**src/rtl/wbps_pkg.sv**
```systemverilog
// Package for the wildcard byte pattern scanner: shared types, register codes and widths.
// No dependencies; every other file of the block imports it.
package wbps_pkg;

    // Defaults for the top-level parameters.
    localparam int SIGNATURE_MAX_DEF = 32;
    localparam int OFFSET_BITS_DEF   = 32;

    // Signature positions that the registers can describe.
    localparam int SIG_REG_BYTES = 32;
    localparam int SIG_SEL_W     = 5;
    // Wide enough for any signature position up to the largest SIGNATURE_MAX.
    localparam int POS_W         = 7;

    localparam int CFG_LEN_W     = 6;
    localparam int WILD_W        = 32;
    localparam int OUT_OFFSET_W  = 32;

    localparam int APB_DATA_W    = 64;
    localparam int APB_ADDR_W    = 6;
    localparam int REG_SEL_LSB   = 3;
    localparam int REG_SEL_W     = 3;

    typedef enum logic [REG_SEL_W-1:0] {
        REG_SIG_A   = 3'd0,
        REG_SIG_B   = 3'd1,
        REG_SIG_C   = 3'd2,
        REG_SIG_D   = 3'd3,
        REG_WILD    = 3'd4,
        REG_SIG_LEN = 3'd5
    } reg_sel_t;

    typedef logic [SIG_REG_BYTES-1:0][7:0] sig_bytes_t;

    typedef struct packed {
        sig_bytes_t          sig;
        logic [WILD_W-1:0]   wild;
        logic [CFG_LEN_W-1:0] len;
    } cfg_t;

endpackage

```
**src/rtl/wbps_regs.sv**
```systemverilog
// APB register file of the scanner: signature bytes, wildcard mask and signature length.
// Depends on wbps_pkg.
module wbps_regs (
    input  logic                              clk,
    input  logic                              rst_n,
    input  logic                              psel,
    input  logic                              penable,
    input  logic                              pwrite,
    input  logic [wbps_pkg::APB_ADDR_W-1:0]   paddr,
    input  logic [wbps_pkg::APB_DATA_W-1:0]   pwdata,
    output logic [wbps_pkg::APB_DATA_W-1:0]   prdata,
    output logic                              pready,
    output logic                              wr_strobe,
    output wbps_pkg::cfg_t                    cfg
);
    import wbps_pkg::*;

    cfg_t     cfg_reg;
    cfg_t     cfg_next;
    reg_sel_t sel;

    assign sel       = reg_sel_t'(paddr[REG_SEL_LSB +: REG_SEL_W]);
    assign pready    = 1'b1;
    assign wr_strobe = psel && penable && pwrite;
    assign cfg       = cfg_reg;

    always_comb
    begin
        cfg_next = cfg_reg;
        if (wr_strobe)
        begin
            case (sel)
                REG_SIG_A:   cfg_next.sig[7:0]   = pwdata;
                REG_SIG_B:   cfg_next.sig[15:8]  = pwdata;
                REG_SIG_C:   cfg_next.sig[23:16] = pwdata;
                REG_SIG_D:   cfg_next.sig[31:24] = pwdata;
                REG_WILD:    cfg_next.wild       = pwdata[WILD_W-1:0];
                REG_SIG_LEN: cfg_next.len        = pwdata[CFG_LEN_W-1:0];
                default:     cfg_next = cfg_reg;
            endcase
        end
    end

    always_ff @(posedge clk or negedge rst_n)
    begin
        if (!rst_n)
        begin
            cfg_reg.sig  <= '0;
            cfg_reg.wild <= '0;
            cfg_reg.len  <= CFG_LEN_W'(1);
        end
        else
        begin
            cfg_reg <= cfg_next;
        end
    end

    always_comb
    begin
        case (sel)
            REG_SIG_A:   prdata = cfg_reg.sig[7:0];
            REG_SIG_B:   prdata = cfg_reg.sig[15:8];
            REG_SIG_C:   prdata = cfg_reg.sig[23:16];
            REG_SIG_D:   prdata = cfg_reg.sig[31:24];
            REG_WILD:    prdata = APB_DATA_W'(cfg_reg.wild);
            REG_SIG_LEN: prdata = APB_DATA_W'(cfg_reg.len);
            default:     prdata = '0;
        endcase
    end

endmodule

```
**src/rtl/wbps_cell.sv**
```systemverilog
// One window cell of the scanner: holds one window byte and the signature byte aligned to it.
// Depends on wbps_pkg.
module wbps_cell #(
    parameter int SIGNATURE_MAX = wbps_pkg::SIGNATURE_MAX_DEF,
    parameter int CELL_IDX      = 0,
    localparam int IDX_W        = (SIGNATURE_MAX > 1) ? $clog2(SIGNATURE_MAX) : 1
) (
    input  logic              clk,
    input  logic              shift_en,
    input  logic [7:0]        d_in,
    output logic [7:0]        d_out,
    input  wbps_pkg::cfg_t    cfg,
    input  logic [IDX_W-1:0]  len_m1,
    output logic              eq
);
    import wbps_pkg::*;

    localparam logic [POS_W-1:0] CELL_POS = POS_W'(CELL_IDX);

    logic [7:0]           byte_reg;
    logic [7:0]           sig_reg;
    logic [7:0]           sig_next;
    logic                 care_reg;
    logic                 care_next;
    logic [POS_W-1:0]     k;
    logic [SIG_SEL_W-1:0] k_sel;
    logic                 active;

    // The cell at window place j meets signature position len_m1 - j.
    assign k      = POS_W'(len_m1) - CELL_POS;
    assign k_sel  = k[SIG_SEL_W-1:0];
    assign active = CELL_POS <= POS_W'(len_m1);

    always_comb
    begin
        care_next = 1'b0;
        sig_next  = '0;
        if (active)
        begin
            if (k < POS_W'(SIG_REG_BYTES))
            begin
                care_next = !cfg.wild[k_sel];
                sig_next  = cfg.sig[k_sel];
            end
            else
            begin
                care_next = 1'b1;
            end
        end
    end

    always_ff @(posedge clk)
    begin
        sig_reg  <= sig_next;
        care_reg <= care_next;
        if (shift_en)
        begin
            byte_reg <= d_in;
        end
    end

    assign d_out = byte_reg;
    // Compare against the byte that this cell takes on the current shift.
    assign eq    = !care_reg || (d_in == sig_reg);

endmodule

```
**src/rtl/wildcard_byte_pattern_scan_top.sv**
```systemverilog
// Wildcard byte pattern scanner: one byte item per cycle unless stalled, and one registered result per region.
// Latency: the result of an item is shown in the cycle after the item is accepted.
// Throughput: one byte item per cycle while byte_ready is high, set by the single compare stage across the cell row.
// After reset and after a configuration write the byte channel pauses while the two settle flags are set.
// Reset (rst_n, asynchronous, active low) clears position, done flag and the result valid flag.
// Depends on wbps_pkg, wbps_regs and wbps_cell.
module wildcard_byte_pattern_scan_top #(
    parameter int SIGNATURE_MAX = wbps_pkg::SIGNATURE_MAX_DEF,
    parameter int OFFSET_BITS   = wbps_pkg::OFFSET_BITS_DEF
) (
    input  logic                                 clk,
    input  logic                                 rst_n,
    // Byte items of the scanned region.
    input  logic                                 byte_valid,
    output logic                                 byte_ready,
    input  logic [7:0]                           region_byte,
    input  logic                                 first_in_region,
    input  logic                                 last_in_region,
    // Result items, one per region.
    output logic                                 result_valid,
    input  logic                                 result_ready,
    output logic                                 found,
    output logic [wbps_pkg::OUT_OFFSET_W-1:0]    match_offset,
    // Configuration port.
    input  logic                                 psel,
    input  logic                                 penable,
    input  logic                                 pwrite,
    input  logic [wbps_pkg::APB_ADDR_W-1:0]      paddr,
    input  logic [wbps_pkg::APB_DATA_W-1:0]      pwdata,
    output logic [wbps_pkg::APB_DATA_W-1:0]      prdata,
    output logic                                 pready
);
    import wbps_pkg::*;

    localparam int IDX_W = (SIGNATURE_MAX > 1) ? $clog2(SIGNATURE_MAX) : 1;
    localparam logic [POS_W-1:0] SMAX_POS = POS_W'(SIGNATURE_MAX);

    // Configuration registers and the write strobe.
    cfg_t cfg;
    logic wr_strobe;

    wbps_regs u_regs (
        .clk       (clk),
        .rst_n     (rst_n),
        .psel      (psel),
        .penable   (penable),
        .pwrite    (pwrite),
        .paddr     (paddr),
        .pwdata    (pwdata),
        .prdata    (prdata),
        .pready    (pready),
        .wr_strobe (wr_strobe),
        .cfg       (cfg)
    );

    // The signature length actually used, less one. A length of zero acts as one, and a
    // length beyond the window acts as the full window.
    logic [POS_W-1:0] len_ext;
    logic [IDX_W-1:0] used_m1;
    logic [IDX_W-1:0] len_m1_reg;

    assign len_ext = POS_W'(cfg.len);

    always_comb
    begin
        if (len_ext == '0)
        begin
            used_m1 = '0;
        end
        else if (len_ext > SMAX_POS)
        begin
            used_m1 = IDX_W'(SIGNATURE_MAX - 1);
        end
        else
        begin
            used_m1 = IDX_W'(len_ext - POS_W'(1));
        end
    end

    // The cells register their aligned signature bytes every cycle, from the length copy
    // registered here, so a fresh write passes the length copy and then the cell registers
    // before it reaches the cells. The two settle flags hold the byte channel off meanwhile.
    logic settle_reg;
    logic settle_late_reg;

    always_ff @(posedge clk)
    begin
        len_m1_reg <= used_m1;
    end

    always_ff @(posedge clk or negedge rst_n)
    begin
        if (!rst_n)
        begin
            settle_reg      <= 1'b1;
            settle_late_reg <= 1'b1;
        end
        else
        begin
            settle_reg      <= wr_strobe;
            settle_late_reg <= settle_reg;
        end
    end

    // Handshake. The result register frees itself in the same cycle that it is taken,
    // so bytes keep flowing one per cycle while results are drained.
    logic result_valid_reg;
    logic accept;

    assign byte_ready = (!result_valid_reg || result_ready) && !settle_reg && !settle_late_reg
                        && !wr_strobe;
    assign accept     = byte_valid && byte_ready;

    // The row of cells forms the shift window, newest byte in cell 0. Each cell compares
    // the byte it is about to take with its aligned signature byte.
    logic [7:0]               chain [SIGNATURE_MAX+1];
    logic [SIGNATURE_MAX-1:0] eq_vec;

    assign chain[0] = region_byte;

    for (genvar j = 0; j < SIGNATURE_MAX; j++)
    begin : g_cell
        wbps_cell #(
            .SIGNATURE_MAX (SIGNATURE_MAX),
            .CELL_IDX      (j)
        ) u_cell (
            .clk      (clk),
            .shift_en (accept),
            .d_in     (chain[j]),
            .d_out    (chain[j+1]),
            .cfg      (cfg),
            .len_m1   (len_m1_reg),
            .eq       (eq_vec[j])
        );
    end

    // Region tracking. A first mark restarts the position and clears the done flag before
    // the byte is counted. The position saturates at all ones.
    logic [OFFSET_BITS-1:0] pos_reg;
    logic [OFFSET_BITS-1:0] pos_next;
    logic [OFFSET_BITS-1:0] idx;
    logic [OFFSET_BITS-1:0] diff;
    logic                   done_reg;
    logic                   done_next;
    logic                   done_eff;
    logic                   enough;
    logic                   hit;
    logic                   emit;
    logic [OUT_OFFSET_W-1:0] offset_out;

    assign idx      = first_in_region ? '0 : pos_reg;
    assign done_eff = first_in_region ? 1'b0 : done_reg;
    assign pos_next = (idx != '1) ? idx + OFFSET_BITS'(1) : idx;
    assign enough   = idx >= OFFSET_BITS'(len_m1_reg);
    assign hit      = !done_eff && enough && (&eq_vec);
    // A match on the last byte wins over the not-found report.
    assign emit     = !done_eff && (hit || last_in_region);
    assign done_next = done_eff || emit;
    assign diff     = idx - OFFSET_BITS'(len_m1_reg);

    if (OFFSET_BITS >= OUT_OFFSET_W)
    begin : g_off_trunc
        assign offset_out = diff[OUT_OFFSET_W-1:0];
    end
    else
    begin : g_off_ext
        assign offset_out = OUT_OFFSET_W'(diff);
    end

    always_ff @(posedge clk or negedge rst_n)
    begin
        if (!rst_n)
        begin
            pos_reg  <= '0;
            done_reg <= 1'b0;
        end
        else if (accept)
        begin
            pos_reg  <= pos_next;
            done_reg <= done_next;
        end
    end

    // Result register.
    logic                    found_reg;
    logic [OUT_OFFSET_W-1:0] offset_reg;

    always_ff @(posedge clk or negedge rst_n)
    begin
        if (!rst_n)
        begin
            result_valid_reg <= 1'b0;
        end
        else if (accept && emit)
        begin
            result_valid_reg <= 1'b1;
        end
        else if (result_ready)
        begin
            result_valid_reg <= 1'b0;
        end
    end

    always_ff @(posedge clk)
    begin
        if (accept && emit)
        begin
            found_reg  <= hit;
            offset_reg <= hit ? offset_out : '0;
        end
    end

    assign result_valid = result_valid_reg;
    assign found        = found_reg;
    assign match_offset = offset_reg;

endmodule

```
**config.mk**
```make
export PLATFORM = sky130hd
export DESIGN_NAME = wildcard_byte_pattern_scan_top
export DESIGN_NICKNAME = d
export VERILOG_FILES = /design/src/rtl/wbps_pkg.sv /design/src/rtl/wbps_regs.sv /design/src/rtl/wbps_cell.sv /design/src/rtl/wildcard_byte_pattern_scan_top.sv
export SDC_FILE = /design/constraint.sdc
export NUM_CORES = 2
export LEC_CHECK = 0
export BUFFER_PORTS_ARGS = -buffer_cell sky130_fd_sc_hd__buf_4
export CORE_MARGIN = 2
export CORE_UTILIZATION = 40
export CTS_BUF_LIST = sky130_fd_sc_hd__clkbuf_2 sky130_fd_sc_hd__clkbuf_4 sky130_fd_sc_hd__clkbuf_8
export CTS_CLUSTER_DIAMETER = 60
export DETAILED_ROUTE_END_ITERATION = 8
export HOLD_SLACK_MARGIN = 0.03
export SETUP_SLACK_MARGIN = 0.1
export SKIP_LAST_GASP = 1
export SYNTH_ARGS = -nofsm -noshare
export SYNTH_HDL_FRONTEND = slang
export SYNTH_SLANG_ARGS = --single-unit
```
**constraint.sdc**
```tcl
create_clock -name clk -period 13.85 [get_ports clk]
set_input_delay 4.155 -clock clk [delete_from_list [all_inputs] [get_ports clk]]
set_output_delay 4.155 -clock clk [all_outputs]
set_load 0.03 [all_outputs]
```
* After elaboration in Yosys (flattened, before gate mapping)
Index checks and enable logic that the tools add are counted.
Storage, ports and cells: logic and storage cells 627, register bits after elaboration 904, input port bits 87
Operators by class: equality and inequality tests 38, muxes and demuxes 166, add/subtract/negate cells 34, reductions and logical operators 155, order comparisons 97
Operator list (count):
- $bmux 8 s5 | 32
- $pmux 64 s6 | 1
- $eq 8x8->1 | 32
- $mux 8 | 32
- $lt 7x6->1 const B | 31
- $lt 5x6->1 const B | 33
- $bmux 1 s5 | 32
- $sub 5x5->6 const B | 16
- $le 5x5->1 const A | 16
- $reduce_and 2->1 | 37
- $logic_not 1->1 | 69
- $mux 1 | 66
- $mux 32 | 2
- $sub 5x4->6 const B | 8
- $le 4x5->1 const A | 8
- $logic_or 1x1->1 | 35
- $add 32x1->32 const B | 1
- $ge 32x5->1 | 1
- $ne 32x32->1 const B | 1
- $reduce_and 32->1 | 1
- $sub 32x5->32 | 1
- $sub 5x3->6 const B | 4
- $le 3x5->1 const A | 4
- $sub 5x2->6 const B | 2
- 13 further kinds | 25

* Logic depth before layout (Yosys ltp)
depth in word-level cells 8, depth in mapped cells 17

* Modules after synthesis
Synthesis repeated with hierarchy kept, for this count alone.
Unflattened totals: cell total of the unflattened synthesis 7640, area, all modules 102340.7 um2
Modules (own cells, without submodules):
- wbps_regs | instances 1, area each 13406.6 um2, seq. area each 7358.3 um2, cells each 898
- wildcard_byte_pattern_scan_top | instances 1, area each 4803.4 um2, seq. area each 1994.4 um2, cells each 530
- wbps_cell (g_cell[5].u_cell) | instances 1, area each 3223.1 um2, seq. area each 420.4 um2, cells each 217
- wbps_cell (g_cell[1].u_cell) | instances 1, area each 3184.3 um2, seq. area each 420.4 um2, cells each 265
- wbps_cell (g_cell[9].u_cell) | instances 1, area each 3109.2 um2, seq. area each 420.4 um2, cells each 249
- wbps_cell (g_cell[13].u_cell) | instances 1, area each 3108.0 um2, seq. area each 420.4 um2, cells each 227
- wbps_cell (g_cell[8].u_cell) | instances 1, area each 3090.5 um2, seq. area each 420.4 um2, cells each 244
- wbps_cell (g_cell[11].u_cell) | instances 1, area each 3083.0 um2, seq. area each 420.4 um2, cells each 241
- wbps_cell (g_cell[10].u_cell) | instances 1, area each 3080.5 um2, seq. area each 420.4 um2, cells each 197
- wbps_cell (g_cell[6].u_cell) | instances 1, area each 3045.4 um2, seq. area each 420.4 um2, cells each 202
- wbps_cell (g_cell[24].u_cell) | instances 1, area each 3037.9 um2, seq. area each 420.4 um2, cells each 227
- wbps_cell (g_cell[4].u_cell) | instances 1, area each 3026.7 um2, seq. area each 420.4 um2, cells each 191
- wbps_cell (g_cell[2].u_cell) | instances 1, area each 3020.4 um2, seq. area each 420.4 um2, cells each 209
- wbps_cell (g_cell[3].u_cell) | instances 1, area each 3010.4 um2, seq. area each 420.4 um2, cells each 246
- 20 more rows

* Worst setup path before layout
Ideal clock, no wire load.
kind input-to-reg, start input port psel, end register pos_reg[27], slack 1313 ps, stages on the path 6, data required time 13691 ps, arrival 12378 ps, cells stage by stage nand3_1 -> nand4_1 -> inv_2 -> clkbuf_1 -> nand3_1 -> xor2_1
On the way: word-level cells in the longest chain between the ends 5
Ends and longest elaborated chain:
- from (decl) | RTL line wildcard_byte_pattern_scan_top.sv:25 | input logic psel,
- $logic_and 1x1->1 (2 in series) | RTL line wbps_regs.sv:24 | assign wr_strobe = psel && penable && pwrite;
- $logic_not 1->1 | RTL line wildcard_byte_pattern_scan_top.sv:111 | && !wr_strobe;
- $logic_and 1x1->1 | RTL line wildcard_byte_pattern_scan_top.sv:111
- $logic_and 1x1->1 | RTL line wildcard_byte_pattern_scan_top.sv:112 | assign accept = byte_valid && byte_ready;
- via accept | RTL line wildcard_byte_pattern_scan_top.sv:108 | logic accept;
- to (signal assigned) | RTL line wildcard_byte_pattern_scan_top.sv:179 | pos_reg <= pos_next;
- to (decl) | RTL line wildcard_byte_pattern_scan_top.sv:139 | logic [OFFSET_BITS-1:0] pos_reg;
The timed path passes the listed nets, and every way through them passes these cells. A chain may end at the register's enable or synchronous reset.

* Worst setup path in the final report
start input port paddr[4] (netlist bit), end output port prdata[51] (netlist bit)
On the way: word-level cells in the longest chain between the ends 2, elaborated cells on any way between the ends 7, those cells by class eq/ne (5); mux (1); reduce/logical (1)
Ends and longest elaborated chain:
- from (decl) | RTL line wildcard_byte_pattern_scan_top.sv:28 | input logic [wbps_pkg::APB_ADDR_W-1:0] paddr,
- $eq 3x3->1 (tied with other cells) | RTL line wbps_regs.sv:60 | case (sel)
- $pmux 64 s6 (*) | RTL line wbps_regs.sv:60
- to (decl) | RTL line wildcard_byte_pattern_scan_top.sv:30 | output logic [wbps_pkg::APB_DATA_W-1:0] prdata,
Every way passes the cells marked *; elsewhere a longest branch is shown, timed or not.

==> impl_metrics.tcl <==
set metrics [dict create \
    final.setup.worst_slack_ps 3120 \
    layout.nets 4550 \
    setup-tns-final_ps 0 \
    synthFlopType "dfrtp_1" \
    postSynthCellCount 4323 \
    drt_iter0_drc 5675 \
    ant_nets 0 \
    postCtsSetupRepairBufs 0 \
    max_stage_delay_ps 690 \
    die-area_um2 133000 \
    grt_pass1_vias 37000 \
    cts.path.max_buffers 3 \
    place_ws_ps 3270 \
    pin_count 187 \
    hold_end "settle_late_reg$_DFF_PN1_" \
    ctsResizeCount 0 \
    cp_num_buf_inv 3 \
    critPathMostFrequentCell "buf_4" \
    crit_type "input port to output port" \
    cap_viol_max_count 0 \
    cts_max_level 4 \
    clk_pin_slew_ps 60 \
    antenna_found_initial 10 \
    cts.sink_count 904 \
    hp-start "settle_reg$_DFF_PN1_" \
    hold_depth 0 \
    switching_power_mw 8.44 \
    dp_cells 6016 \
    finalCritPeriodShare_pct 77.5 \
    slew_viol_final 0 \
    wl_um 211000 \
    fmax_mhz 93.2 \
    ys_types 78 \
    p_leak_nw 22.3 \
    worstPathArrival_ps 6580 \
    crit_family "buffers and inverters" \
    ctsRootBufferMaster "clkbuf_8" \
    drt-wirelength-per-cell_um 33.4 \
    vias 39500 \
    slew_headroom_pct 5.89 \
    syn_area_um2 52000 \
    ctsHoldBuffers 0 \
    fin_crit_ps 10730 \
    clk_latency_ps 930 \
    ff2ff_setup_slack_ps 8530 \
    hold_class "register to register" \
    power_frac_seq_pct 23.0 \
    avgSynthCellArea_um2 12.0 \
    die_width_um 365 \
    start_util_pct 40.2 \
    crit_fanout 57 \
    p_per_area_nw_per_um2 289 \
    ys_warn_count 0 \
    r2r_start "len_m1_reg[1]$_SDFF_PN0_" \
    rows 132 \
    setup_viol 0 \
    gr-total-overflow 0 \
    rr_worst_depth 9 \
    ys_async_sr_fraction_pct 36.5 \
    grt_pass1_wl_um 292000 \
    rsz0062_at_grt "false" \
    peakVddDrop_v 0.000184 \
    gp_congestion 1.09 \
    grt_start_max_net_pins 164 \
    drive_above_1_share_pct 29.8 \
    finalHoldWorstSlack_ps 366 \
    critPathSlowestCell "buf_4" \
    portBuffers 182 \
    instances_no_fill 6315 \
    rr_endpoint "g_cell[4].u_cell.sig_reg[1]$_SDFF_PN0_" \
    synth_edf_count 281 \
    combPwrFrac_pct 61.1 \
    finalHoldViolations 0 \
    syn_to_final_growth_pct 12.5 \
    cts_made_buffers 157 \
    crit_path_end_kind "output port" \
    largest_reg_flops 294 \
    dp_hpwl_um 163000 \
    crit_required_ps 9690 \
    avgViaCountPerCell 6.25 \
    drt_first_pass_iters 6 \
    p_int_mw 8.45 \
    ys_seq_elements 904 \
    critPathLaunchType "input port" \
    clock_power_share_pct 16.0 \
    worst_slew_pin_slew_ps 1400 \
    core_area_um2 129000 \
    gr-usage-all-layers_pct 31.7 \
    cts_tree "yes" \
    path_cells "buf_4 > nor2b_1 > and2_1 > buf_4 > a221o_1 > buf_4" \
    status "completed" \
    fin_skew_ps 57.0 \
    die_h_um 365 \
    drc 0 \
    ys_seq_area_share_pct 43.4 \
    swShare_pct 50.0 \
    synthesis.nets 4440 \
]
## cell usage in the layout (no fill, tap or decap), types with 79 or more instances in the layout
| master | n |
|---|---|
| o21ai_1 | 79 |
| nand2_1 | 599 |
| clkbuf_8 | 191 |
| xnor2_1 | 278 |
| mux2_2 | 345 |
| nor2_1 | 214 |
| edfxtp_1 | 281 |
| o21ai_0 | 149 |
| mux4_2 | 432 |
| mux2_1 | 103 |
| mux2i_1 | 158 |
| buf_4 | 245 |
| a21oi_1 | 197 |
| dfrtp_1 | 327 |
| dfxtp_1 | 288 |
## worst register-to-register path: stages, from the launching register on
cell	delay (ps)
dfxtp_4	530
buf_4	710
buf_4	710
buf_4	830
mux4_2	780
nand2_1	110
nand2_1	80
o21ai_0	1030
mux2_2	340
nor2_1	40
## synthesized netlist by cell type (6+ instances only)
master | count | area [um2]
a21o_1 | 13 | 97.6
a21oi_1 | 197 | 986
a221o_1 | 34 | 340
a22o_1 | 32 | 280
a22oi_1 | 6 | 45.0
a31oi_1 | 18 | 113
and2_1 | 17 | 106
and3_1 | 7 | 43.8
buf_1 | 35 | 131
buf_2 | 95 | 475
buf_4 | 9 | 67.6
clkbuf_1 | 155 | 582
dfrtp_1 | 327 | 8180
dfxtp_1 | 293 | 5870
edfxtp_1 | 281 | 8440
ha_1 | 30 | 375
inv_1 | 36 | 135
inv_2 | 7 | 26.3
mux2_1 | 103 | 1160
mux2_2 | 345 | 3880
mux2i_1 | 158 | 1580
mux4_2 | 432 | 9730
nand2_1 | 599 | 2250
nand2b_1 | 16 | 100
nand3_1 | 27 | 135
nand4_1 | 78 | 488
nor2_1 | 216 | 811
nor2b_1 | 23 | 144
nor3_1 | 21 | 105
nor4_1 | 11 | 68.8
o211ai_1 | 18 | 135
o21ai_0 | 150 | 751
o21ai_1 | 78 | 390
o21bai_1 | 7 | 52.6
o22ai_1 | 31 | 194
or3_1 | 11 | 68.8
xnor2_1 | 286 | 2500
xor2_1 | 23 | 201
## routing by layer
layer,part of all wire [%],GRT usage (%),vias up
met4,6.9,19.2,2
met1,40,42.9,20200
met2,44,47.0,2395
li1,-,-,16500
met3,9.7,6.35,405
met5,0.0081,0,-
## worst max-delay path by stage
stage              from                      end  cells past startpoint
2_1_floorplan      psel  pos_reg[27]$_DFFE_PN0P_                      6
3_3_place_gp   paddr[4]               prdata[51]                      6
3_5_place_dp   paddr[4]               prdata[51]                      6
4_1_cts        paddr[4]               prdata[51]                      6
5_1_grt        paddr[4]               prdata[51]                      6
6_report       paddr[4]               prdata[51]                      6
## area by class of cell
type                    count  area [um2]
repair buffers            250        1930
multi-input cells        3076       28200
clock buffers             240        3000
clock inverters            51         499
flip-flops and latches    904       22600
diodes                      8        20.0
well taps                1742        2180
fillers                 11900       70800
inverters                  44         173
## through the flow
stage	area, um2	utilization [%]	total power, mW
after floorplan	52000	-	9.61
after global placement	55000	42.6	13.7
after detailed placement	55000	42.6	13.8
after CTS	58500	45.3	16.5
after global routing	58500	45.3	17.2
final	58500	45.3	16.9
## logic make-up after synthesis
kind of cell,Yosys count,share of synthesized area (%)
and+or+nand+nor,1053,8.74
muxes,1038,31.4
DFF,904,43.4
AOI/OAI and AO/OA,639,7.44
buffers and inverters,343,2.84
xor gates and xnor gates,315,5.43
adders and majority gates,30,0.722
other,1,0.00721
## power by group through the flow
stage / clock, mW / sequential [mW] / combinational [mW]
after floorplan: 0 / 3.61 / 6.00
after global placement: 0 / 3.89 / 9.83
after detailed placement: 0 / 3.91 / 9.87
after CTS: 2.73 / 3.86 / 9.92
after global routing: 2.85 / 3.92 / 10.5
final: 2.70 / 3.88 / 10.3
Power figures use the tool's default switching activity.
